--- config.mk ---
export PLATFORM = sky130hd
export DESIGN_NAME = msi_snooping_coherence_top
export DESIGN_NICKNAME = d
export VERILOG_FILES = /design/src/rtl/msc_pkg.sv /design/src/rtl/msc_ctrl.sv /design/src/rtl/msc_datapath.sv /design/src/rtl/msc_top.sv
export SDC_FILE = /design/constraint.sdc
export NUM_CORES = 1
export LEC_CHECK = 0
export BUFFER_PORTS_ARGS = -buffer_cell sky130_fd_sc_hd__buf_4
export CAP_MARGIN = 20
export CORE_AREA = 3 3 352 354
export CTS_CLUSTER_DIAMETER = 80
export DETAILED_ROUTE_END_ITERATION = 6
export DIE_AREA = 0 0 355 357
export GPL_ROUTABILITY_DRIVEN = 0
export SLEW_MARGIN = 20
export SYNTH_ARGS = -nofsm -noshare
export SYNTH_HDL_FRONTEND = slang
export SYNTH_SLANG_ARGS = --single-unit
export TNS_END_PERCENT = 10
--- constraint.sdc ---
create_clock -name clk -period 11.5 [get_ports clk]
set_input_delay 1.15 -clock clk [delete_from_list [all_inputs] [get_ports clk]]
set_output_delay 1.15 -clock clk [all_outputs]
set_load 0.02 [all_outputs]
--- src/rtl/msc_pkg.sv ---
package msc_pkg;

	localparam int NUM_CACHES      = 3;
	localparam int LINES_PER_CACHE = 4;

	localparam int CORE_W = 4;
	localparam int ADDR_W = 16;
	localparam int DATA_W = 32;

	localparam int CW = (NUM_CACHES > 1) ? $clog2(NUM_CACHES) : 1;
	localparam int IW = (LINES_PER_CACHE > 1) ? $clog2(LINES_PER_CACHE) : 1;

	// addr mod LINES_PER_CACHE through a reciprocal: q = (addr * RECIP) >> RECIP_SH,
	// never above the true quotient and at most one below it
	localparam int RECIP_SH = ADDR_W + 7;
	localparam longint RECIP = (longint'(1) << RECIP_SH) / LINES_PER_CACHE;
	localparam int RECIP_W = RECIP_SH + 1;

	typedef enum logic [1:0] {
		ST_M = 2'd0,
		ST_S = 2'd1,
		ST_I = 2'd2
	} line_state_t;

	typedef enum logic [1:0] {
		OP_NONE = 2'd0,
		OP_RD   = 2'd1,
		OP_RDX  = 2'd2,
		OP_WB   = 2'd3
	} bus_op_t;

	typedef enum logic [2:0] {
		S_IDLE,
		S_DIV,
		S_MOD,
		S_REQ,
		S_SNOOP,
		S_FIN
	} ctrl_state_t;

	typedef struct packed {
		logic                     req_type;
		logic [CORE_W-1:0]        core;
		logic [ADDR_W-1:0]        addr;
		logic signed [DATA_W-1:0] write_value;
	} req_t;

	typedef struct packed {
		bus_op_t                  bus_op;
		logic                     from_cache;
		logic [CORE_W-1:0]        supplier_core;
		logic signed [DATA_W-1:0] memory_value;
		line_state_t              requester_state;
		logic signed [DATA_W-1:0] requester_data;
	} res_t;

	typedef struct packed {
		logic capture;
		logic do_div;
		logic do_mod;
		logic do_req;
		logic do_snoop;
		logic load_res;
	} cmd_t;

	typedef struct packed {
		logic need_snoop;
		logic last_snoop;
	} stat_t;

endpackage

--- src/rtl/msc_ctrl.sv ---
module msc_ctrl
	import msc_pkg::*;
(
	input  logic  clk,
	input  logic  arst_n,
	input  logic  start,
	output logic  busy,
	input  stat_t stat,
	output cmd_t  cmd
);

	ctrl_state_t state_q, state_d;

	always_ff @(posedge clk or negedge arst_n) begin
		if (!arst_n) begin
			state_q <= S_IDLE;
		end else begin
			state_q <= state_d;
		end
	end

	always_comb begin
		state_d = state_q;
		cmd     = '0;
		busy    = 1'b1;
		case (state_q)
			S_IDLE: begin
				busy = 1'b0;
				if (start) begin
					cmd.capture = 1'b1;
					state_d     = S_DIV;
				end
			end
			S_DIV: begin
				cmd.do_div = 1'b1;
				state_d    = S_MOD;
			end
			S_MOD: begin
				cmd.do_mod = 1'b1;
				state_d    = S_REQ;
			end
			S_REQ: begin
				cmd.do_req = 1'b1;
				state_d    = stat.need_snoop ? S_SNOOP : S_FIN;
			end
			S_SNOOP: begin
				cmd.do_snoop = 1'b1;
				if (stat.last_snoop) begin
					state_d = S_FIN;
				end
			end
			S_FIN: begin
				cmd.load_res = 1'b1;
				state_d      = S_IDLE;
			end
			default: begin
				state_d = S_IDLE;
			end
		endcase
	end

endmodule

--- src/rtl/msc_datapath.sv ---
module msc_datapath
	import msc_pkg::*;
(
	input  logic  clk,
	input  logic  arst_n,
	input  req_t  request,
	input  cmd_t  cmd,
	output stat_t stat,
	output logic  done,
	output res_t  result
);

	req_t                     req_q;
	logic [ADDR_W-1:0]        quot_q;
	logic [IW-1:0]            idx_q;
	logic [CW-1:0]            snoop_q;
	bus_op_t                  op_q;
	logic                     from_q;
	logic [CORE_W-1:0]        sup_q;
	logic signed [DATA_W-1:0] mem_q;
	res_t                     res_q;
	logic                     done_q;

	line_state_t              st_q   [NUM_CACHES][LINES_PER_CACHE];
	logic                     tv_q   [NUM_CACHES][LINES_PER_CACHE];
	logic [ADDR_W-1:0]        tag_q  [NUM_CACHES][LINES_PER_CACHE];
	logic signed [DATA_W-1:0] data_q [NUM_CACHES][LINES_PER_CACHE];

	logic                     in_range;
	logic [CW-1:0]            req_c;
	logic [CW-1:0]            rd_c;
	line_state_t              rd_st;
	logic signed [DATA_W-1:0] rd_data;
	logic                     rd_hit;

	logic [ADDR_W+RECIP_W-1:0] prod;
	logic [ADDR_W-1:0]         rem_raw;
	logic [ADDR_W-1:0]         rem;

	// requester line update
	bus_op_t                  new_op;
	logic                     req_wr;
	line_state_t              req_st;
	logic signed [DATA_W-1:0] req_data;

	// snooper line update
	logic                     snp_wr;
	line_state_t              snp_st;
	logic                     snp_supply;

	assign in_range = {1'b0, req_q.core} < (CORE_W+1)'(NUM_CACHES);
	assign req_c    = req_q.core[CW-1:0];
	assign rd_c     = cmd.do_snoop ? snoop_q : req_c;
	assign rd_st    = st_q[rd_c][idx_q];
	assign rd_data  = data_q[rd_c][idx_q];
	assign rd_hit   = tv_q[rd_c][idx_q] && (tag_q[rd_c][idx_q] == req_q.addr);

	assign prod    = req_q.addr * (ADDR_W+RECIP_W)'(RECIP);
	assign rem_raw = req_q.addr - ADDR_W'(quot_q * ADDR_W'(LINES_PER_CACHE));
	assign rem     = (rem_raw >= ADDR_W'(LINES_PER_CACHE)) ?
	                 rem_raw - ADDR_W'(LINES_PER_CACHE) : rem_raw;

	always_comb begin
		new_op   = OP_NONE;
		req_wr   = 1'b0;
		req_st   = rd_st;
		req_data = rd_data;
		if (in_range) begin
			if (!req_q.req_type) begin
				if (!(rd_hit && rd_st != ST_I)) begin
					req_wr   = 1'b1;
					req_st   = ST_S;
					req_data = '0;
					new_op   = (rd_st == ST_M) ? OP_WB : OP_RD;
				end
			end else begin
				req_wr   = 1'b1;
				req_data = req_q.write_value;
				if (rd_hit && rd_st == ST_M) begin
					req_st = ST_M;
					new_op = OP_NONE;
				end else if (rd_hit && rd_st == ST_S) begin
					req_st = ST_M;
					new_op = OP_RDX;
				end else begin
					req_st = ST_M;
					new_op = (rd_st == ST_M) ? OP_WB : OP_RDX;
				end
			end
		end
	end

	always_comb begin
		snp_wr     = 1'b0;
		snp_st     = rd_st;
		snp_supply = 1'b0;
		if (4'(snoop_q) != req_q.core && rd_hit) begin
			if (rd_st == ST_M) begin
				snp_wr     = 1'b1;
				snp_supply = 1'b1;
				snp_st     = (op_q == OP_RD) ? ST_S : ST_I;
			end else if (op_q == OP_RDX && rd_st == ST_S) begin
				snp_wr = 1'b1;
				snp_st = ST_I;
			end
		end
	end

	assign stat.need_snoop = new_op inside {OP_RD, OP_RDX};
	assign stat.last_snoop = snoop_q == CW'(NUM_CACHES - 1);

	always_ff @(posedge clk) begin
		if (cmd.capture) begin
			req_q <= request;
		end
		if (cmd.do_div) begin
			quot_q <= prod[RECIP_SH +: ADDR_W];
		end
		if (cmd.do_mod) begin
			idx_q <= rem[IW-1:0];
		end
		if (cmd.do_req) begin
			op_q    <= new_op;
			from_q  <= 1'b0;
			sup_q   <= '0;
			snoop_q <= '0;
		end
		if (cmd.do_snoop) begin
			snoop_q <= snoop_q + 1'b1;
			if (snp_supply) begin
				from_q <= 1'b1;
				sup_q  <= 4'(snoop_q);
			end
		end
		if (cmd.do_req && req_wr) begin
			tag_q[req_c][idx_q]  <= req_q.addr;
			data_q[req_c][idx_q] <= req_data;
		end
		if (cmd.load_res) begin
			res_q.bus_op          <= op_q;
			res_q.from_cache      <= from_q;
			res_q.supplier_core   <= sup_q;
			res_q.memory_value    <= mem_q;
			res_q.requester_state <= (in_range && rd_hit) ? rd_st : ST_I;
			res_q.requester_data  <= (in_range && rd_hit) ? rd_data : '1;
		end
	end

	always_ff @(posedge clk or negedge arst_n) begin
		if (!arst_n) begin
			mem_q  <= '0;
			done_q <= 1'b0;
			for (int c = 0; c < NUM_CACHES; c++) begin
				for (int l = 0; l < LINES_PER_CACHE; l++) begin
					st_q[c][l] <= ST_I;
					tv_q[c][l] <= 1'b0;
				end
			end
		end else begin
			done_q <= cmd.load_res;
			if (cmd.do_req && req_wr) begin
				st_q[req_c][idx_q] <= req_st;
				tv_q[req_c][idx_q] <= 1'b1;
			end
			if (cmd.do_snoop && snp_wr) begin
				st_q[snoop_q][idx_q] <= snp_st;
			end
			if (cmd.do_snoop && snp_supply) begin
				mem_q <= rd_data;
			end
		end
	end

	assign done   = done_q;
	assign result = res_q;

endmodule

--- src/rtl/msc_top.sv ---
// channel   signals               direction  handshake
// request   start, busy, request  in         taken when start && !busy
// result    done, result          out        valid for the single cycle done is high
//
// A request passes through capture, two steps of the line-index modulo, requester
// update, a snoop of every cache in turn in the snoop sequencer when it puts BusRd or
// BusRdX on the bus, and result load; done is registered from the result load, and
// the next request may already be taken while done is high.
// Reset clears all line states and tag valids and the memory word at once.
// The result side cannot stall; busy holds off requests while one is in work.
module msi_snooping_coherence_top
	import msc_pkg::*;
(
	input  logic clk,
	input  logic arst_n,
	input  logic start,
	output logic busy,
	input  req_t request,
	output logic done,
	output res_t result
);

	cmd_t  cmd;
	stat_t stat;

	msc_ctrl u_ctrl (
		.clk    (clk),
		.arst_n (arst_n),
		.start  (start),
		.busy   (busy),
		.stat   (stat),
		.cmd    (cmd)
	);

	msc_datapath u_datapath (
		.clk     (clk),
		.arst_n  (arst_n),
		.request (request),
		.cmd     (cmd),
		.stat    (stat),
		.done    (done),
		.result  (result)
	);

endmodule

==> results list <==
- Data arrives at the worst endpoint at ~6300 ps.
* Worst clock skew on the final layout: just over 40 ps
- Dividing total power by cell area gives a power density of ~200 nW/um^2.
- Dividing the detail-routed via count by the number of cells gives 4.41.
- Setup repair after global routing missed its margin: no
- Final Hold Fails: 0
- Drt drc: 0
* Worst r2r src: u_datapath.idx_q[1]$_DFFE_PP_
- H-tree levels: 3
- During placement, the flow inserted port buffers numbering 130.
- CTS saw 785 sinks.
- Of the total synthesized cell area, the portion taken by XOR and XNOR cells is 0.00928.
* Transition time at the pin with the least slew margin: ~1000 ps
- Synthesis handed over a netlist of 1,515 instances.
- TritonCTS built the clock tree.
* Proportion of register bits with asynchronous set or reset after synthesis: 0.0917
- # rows: ~130
- Setup slack, reg-to-reg: about 5500 ps
* Combinational family with the most area after synthesis: multiplexers
- The flow ran to the end, and the final reports show no timing, DRC or antenna violations.
* Synthesized-area fraction occupied by adder cells: 0.00157
- The compound-cell area share of the yosys netlist came to 0.0360.
- The endpoint identified for the worst register-to-register timing path is u_datapath.data_q[0][99]$_DFFE_PP_.
* Final TNS setup: 0 ps
- Area share of and/or/nand/nor cells after synthesis: 0.0392
- The most critical setup path has its startpoint at u_datapath.idx_q[1]$_DFFE_PP_.
* Routed length per placed instance: roughly 21 um
- Crit path depth: 13
- Walking the worst path, the cells encountered are buf_4 > buf_4 > buf_4 > mux4_2 > xnor2_1 > nand4_1 > nor3_1 > o22a_1 > o2111ai_1 > a211o_1 > nand2_1 > nor2_4 > buf_4.
- After detailed routing, the total wire length is a little under 70,000 um.
- The worst hold path belongs to the class input pin to asynchronous set/reset pin.
* Number of maximum-capacitance constraint violations: 0
- The number of nets handed over by synthesis was around 1,600.
- Dividing the final minimum period by the clock period gives 0.523.
- Number of library cell types mapped by synthesis: 66
* Vertical die dimension: 357 um
* Count of final max-slew check failures: 0
- Setup violators final: 0
- For this run the aggregate overflow at the end of global routing stands at 0.
* I/O pins: 131
- Grouping stages by cell kind, the critical path spends the most delay in buffers and inverters.
- After the last flow step, the layout net total stands at approximately 1,700.
- The die covers 127,000 um^2.
- In this run, placement finished with an instance count of 3,218.
* Final HPWL DP: between 30,000 and 40,000 um
* Slowest stage cell on the critical path: sky130_fd_sc_hd__buf_4
* Global-route wire length before repair: around 100,000 um
- Proportion of synthesized chip area in sequential cells: 0.768
* Critical path class: flip-flop to flip-flop
- Worst-case vdd ir drop: around 0.11 mV
* Initial antenna violation count: 8
* Mapped cell area: slightly above 30,000 um^2
- Pin count of the biggest net entering global routing: about 120
- Highest Clock Rate: about 170 MHz
- The detail route stage leaves a number of antenna-violating nets equal to 0.
* Worst EP required: around 12,000 ps
* Synth Warn #: 0
- Total vias in the final route: between 10,000 and 15,000
- The synthesized design contains slightly above 700 enable-type register cells.
* Slowest Stage Delay on Critical Path: 870 ps
* CTS clk-pin slew, worst paths: ~60 ps
* Core Footprint: about 120,000 um^2
- Synthesized area per cell: 19.9 um^2
* Total global routing track utilization: 0.109
- Clock buffer depth: 3
- In this run, the number of DRC markers left after iteration 0 of detailed routing was 1,043.
- The area growth from synthesis to layout is 18.6%.
- Setup crit end kind: flip-flop
- Clock tree synthesis inserted a total of 78 buffers.
- Leakage dissipation: 11.6 nW
* Insertion delay to the later sink of the worst-skew pair: approximately 640 ps
- Clock tree synthesis selected as its root buffer the cell sky130_fd_sc_hd__clkbuf_16.
- CP Capture Point: u_datapath.data_q[0][99]$_DFFE_PP_
- Leaving out fill and tap cells, the most frequent cells in the layout are sky130_fd_sc_hd__edfxtp_1, sky130_fd_sc_hd__buf_4, sky130_fd_sc_hd__mux4_2, sky130_fd_sc_hd__nand2_1, sky130_fd_sc_hd__clkbuf_16.
- The library cell used most frequently in the layout, excluding fill and tap cells, is sky130_fd_sc_hd__edfxtp_1.
* Count of placed standard cells in the final layout, fillers left out: about 3,400
- CTS Hold Buffers Added: 0
* Fraction of final layout cells with drive strength greater than 1: 0.292
- In this run the tightest slew margin relative to its limit is 0.326.
* Number of search-and-repair iterations in the first detailed-routing pass: 7
- After synthesis, the share of cell area in mux cells is 0.132.
* Resized cells post-CTS: 0
- Highest net fanout along the worst path: 64
- Initial core utilization: 0.249
- At the end of the flow the core is filled with cells to 0.295.
- Cell repeated most along the worst path: sky130_fd_sc_hd__buf_4
- Startpoint type of the worst setup path: flip-flop
- Clock period minus worst slack: roughly 6000 ps
* Die W: between 300 and 400 um
- Total of flip-flops plus latches after synthesis: between 700 and 800
- Primary flip-flop cell chosen by synthesis mapping: sky130_fd_sc_hd__edfxtp_1
- Reg2Reg Depth: 13
- Number of buffers inserted to repair setup after CTS: 0
* Buffering stage count on the worst path with inverters included: 4
* Number of global-route vias before repair: about 16,000
worst min-delay path by stage:
stage | from | to
final | arst_n | u_datapath.tv_q[3]$_DFFE_PN0N_
after detailed placement | u_datapath.sup_q[3]$_DFF_P_ | u_datapath.result[69]$_DFFE_PP_
after floorplan | u_datapath.sup_q[2]$_DFF_P_ | u_datapath.result[68]$_DFFE_PP_
after global routing | arst_n | u_datapath.tv_q[3]$_DFFE_PN0N_
after CTS | arst_n | u_datapath.tv_q[3]$_DFFE_PN0N_
after global placement | u_datapath.sup_q[2]$_DFF_P_ | u_datapath.result[68]$_DFFE_PP_
worst register-to-register path, delay by kind of cell, from the launching register on:
| family | cells | cell delay (ps) |
|---|---|---|
| simple gates | 4 | 1060 |
| compound gates | 3 | 710 |
| buf+inv | 4 | 2920 |
| mux | 1 | 450 |
| flops | 1 | 330 |
| xor+xnor | 1 | 140 |
metrics by stage:
stage	hold slack (ps)	setup slack (ps)	area [um^2]	power (mW)
5_1_grt	386	5080	35800	7.67
4_1_cts	356	5350	35800	7.46
6_report	394	5480	35800	7.35
3_3_place_gp	421	5220	33200	4.83
2_1_floorplan	400	6500	30200	4.43
3_5_place_dp	417	5350	33200	4.87
cell families after synthesis:
family                   Yosys count
multiplexers                     205
adder cells (fa/ha/maj)            4
XOR/XNOR                          32
AO/OA/AOI/OAI                    153
flip-flops                       785
AND/OR/NAND/NOR                  242
buffers and inverters             94
registers in the layout, indices dropped and copies added (netlist names), 3 cells and up:
register and cells:
u_datapath.tag_q 192, u_datapath.tv_q 12, u_datapath.st_q 24, u_datapath.sup_q 4
u_datapath.result 73, u_datapath.mem_q 32, u_datapath.data_q 384, u_ctrl.state_q 3
u_datapath.req_q 51
per-layer routing:
layer  routed length (um)  track usage
met2                35400        0.188
met3                 3560       0.0169
met1                28800        0.138
met5                   17            0
met4                 1880       0.0394
report_power, final:
part | leakage, nW | internal, mW | switching, mW
clock network | 1.27 | 1.47 | 1.09
logic | 3.05 | 0.454 | 0.776
registers | 7.27 | 3.45 | 0.102
total | 11.6 | 5.38 | 1.97
synth_stat cells, drive strengths merged, types with 5 or more instances:
| cell type | n | area [um^2] |
|---|---|---|
| xor2 | 7 | 61.3 |
| or3 | 35 | 224 |
| nor3 | 7 | 35.0 |
| o22a | 7 | 61.3 |
| mux2i | 19 | 190 |
| xnor2 | 25 | 219 |
| o21ai | 31 | 159 |
| a21oi | 10 | 50.1 |
| buf | 35 | 201 |
| nand2 | 86 | 323 |
| clkbuf | 46 | 173 |
| a211oi | 6 | 45.0 |
| nor2 | 59 | 221 |
| edfxtp | 708 | 21300 |
| nand4 | 5 | 31.3 |
| nand3 | 12 | 65.1 |
| a2bb2oi | 5 | 43.8 |
| or2 | 14 | 87.6 |
| dfrtp | 60 | 1500 |
| a31oi | 34 | 213 |
| mux2 | 35 | 405 |
| dfstp | 12 | 315 |
| a22o | 33 | 289 |
| mux4 | 151 | 3400 |
| inv | 13 | 48.8 |
| a21o | 6 | 45.0 |
| dfxtp | 5 | 100 |
cell type report:
type / count / area, um^2
clock buffer: 113 / 2160
antenna: 1 / 2.50
inverter: 13 / 48.8
tap: 1625 / 2030
clock inverter: 33 / 450
multi-input combinational: 636 / 6730
fill: 11900 / 85600
timing repair buffer: 159 / 1210
sequential: 785 / 23200
Note: power is estimated with default switching activity, not from simulation.
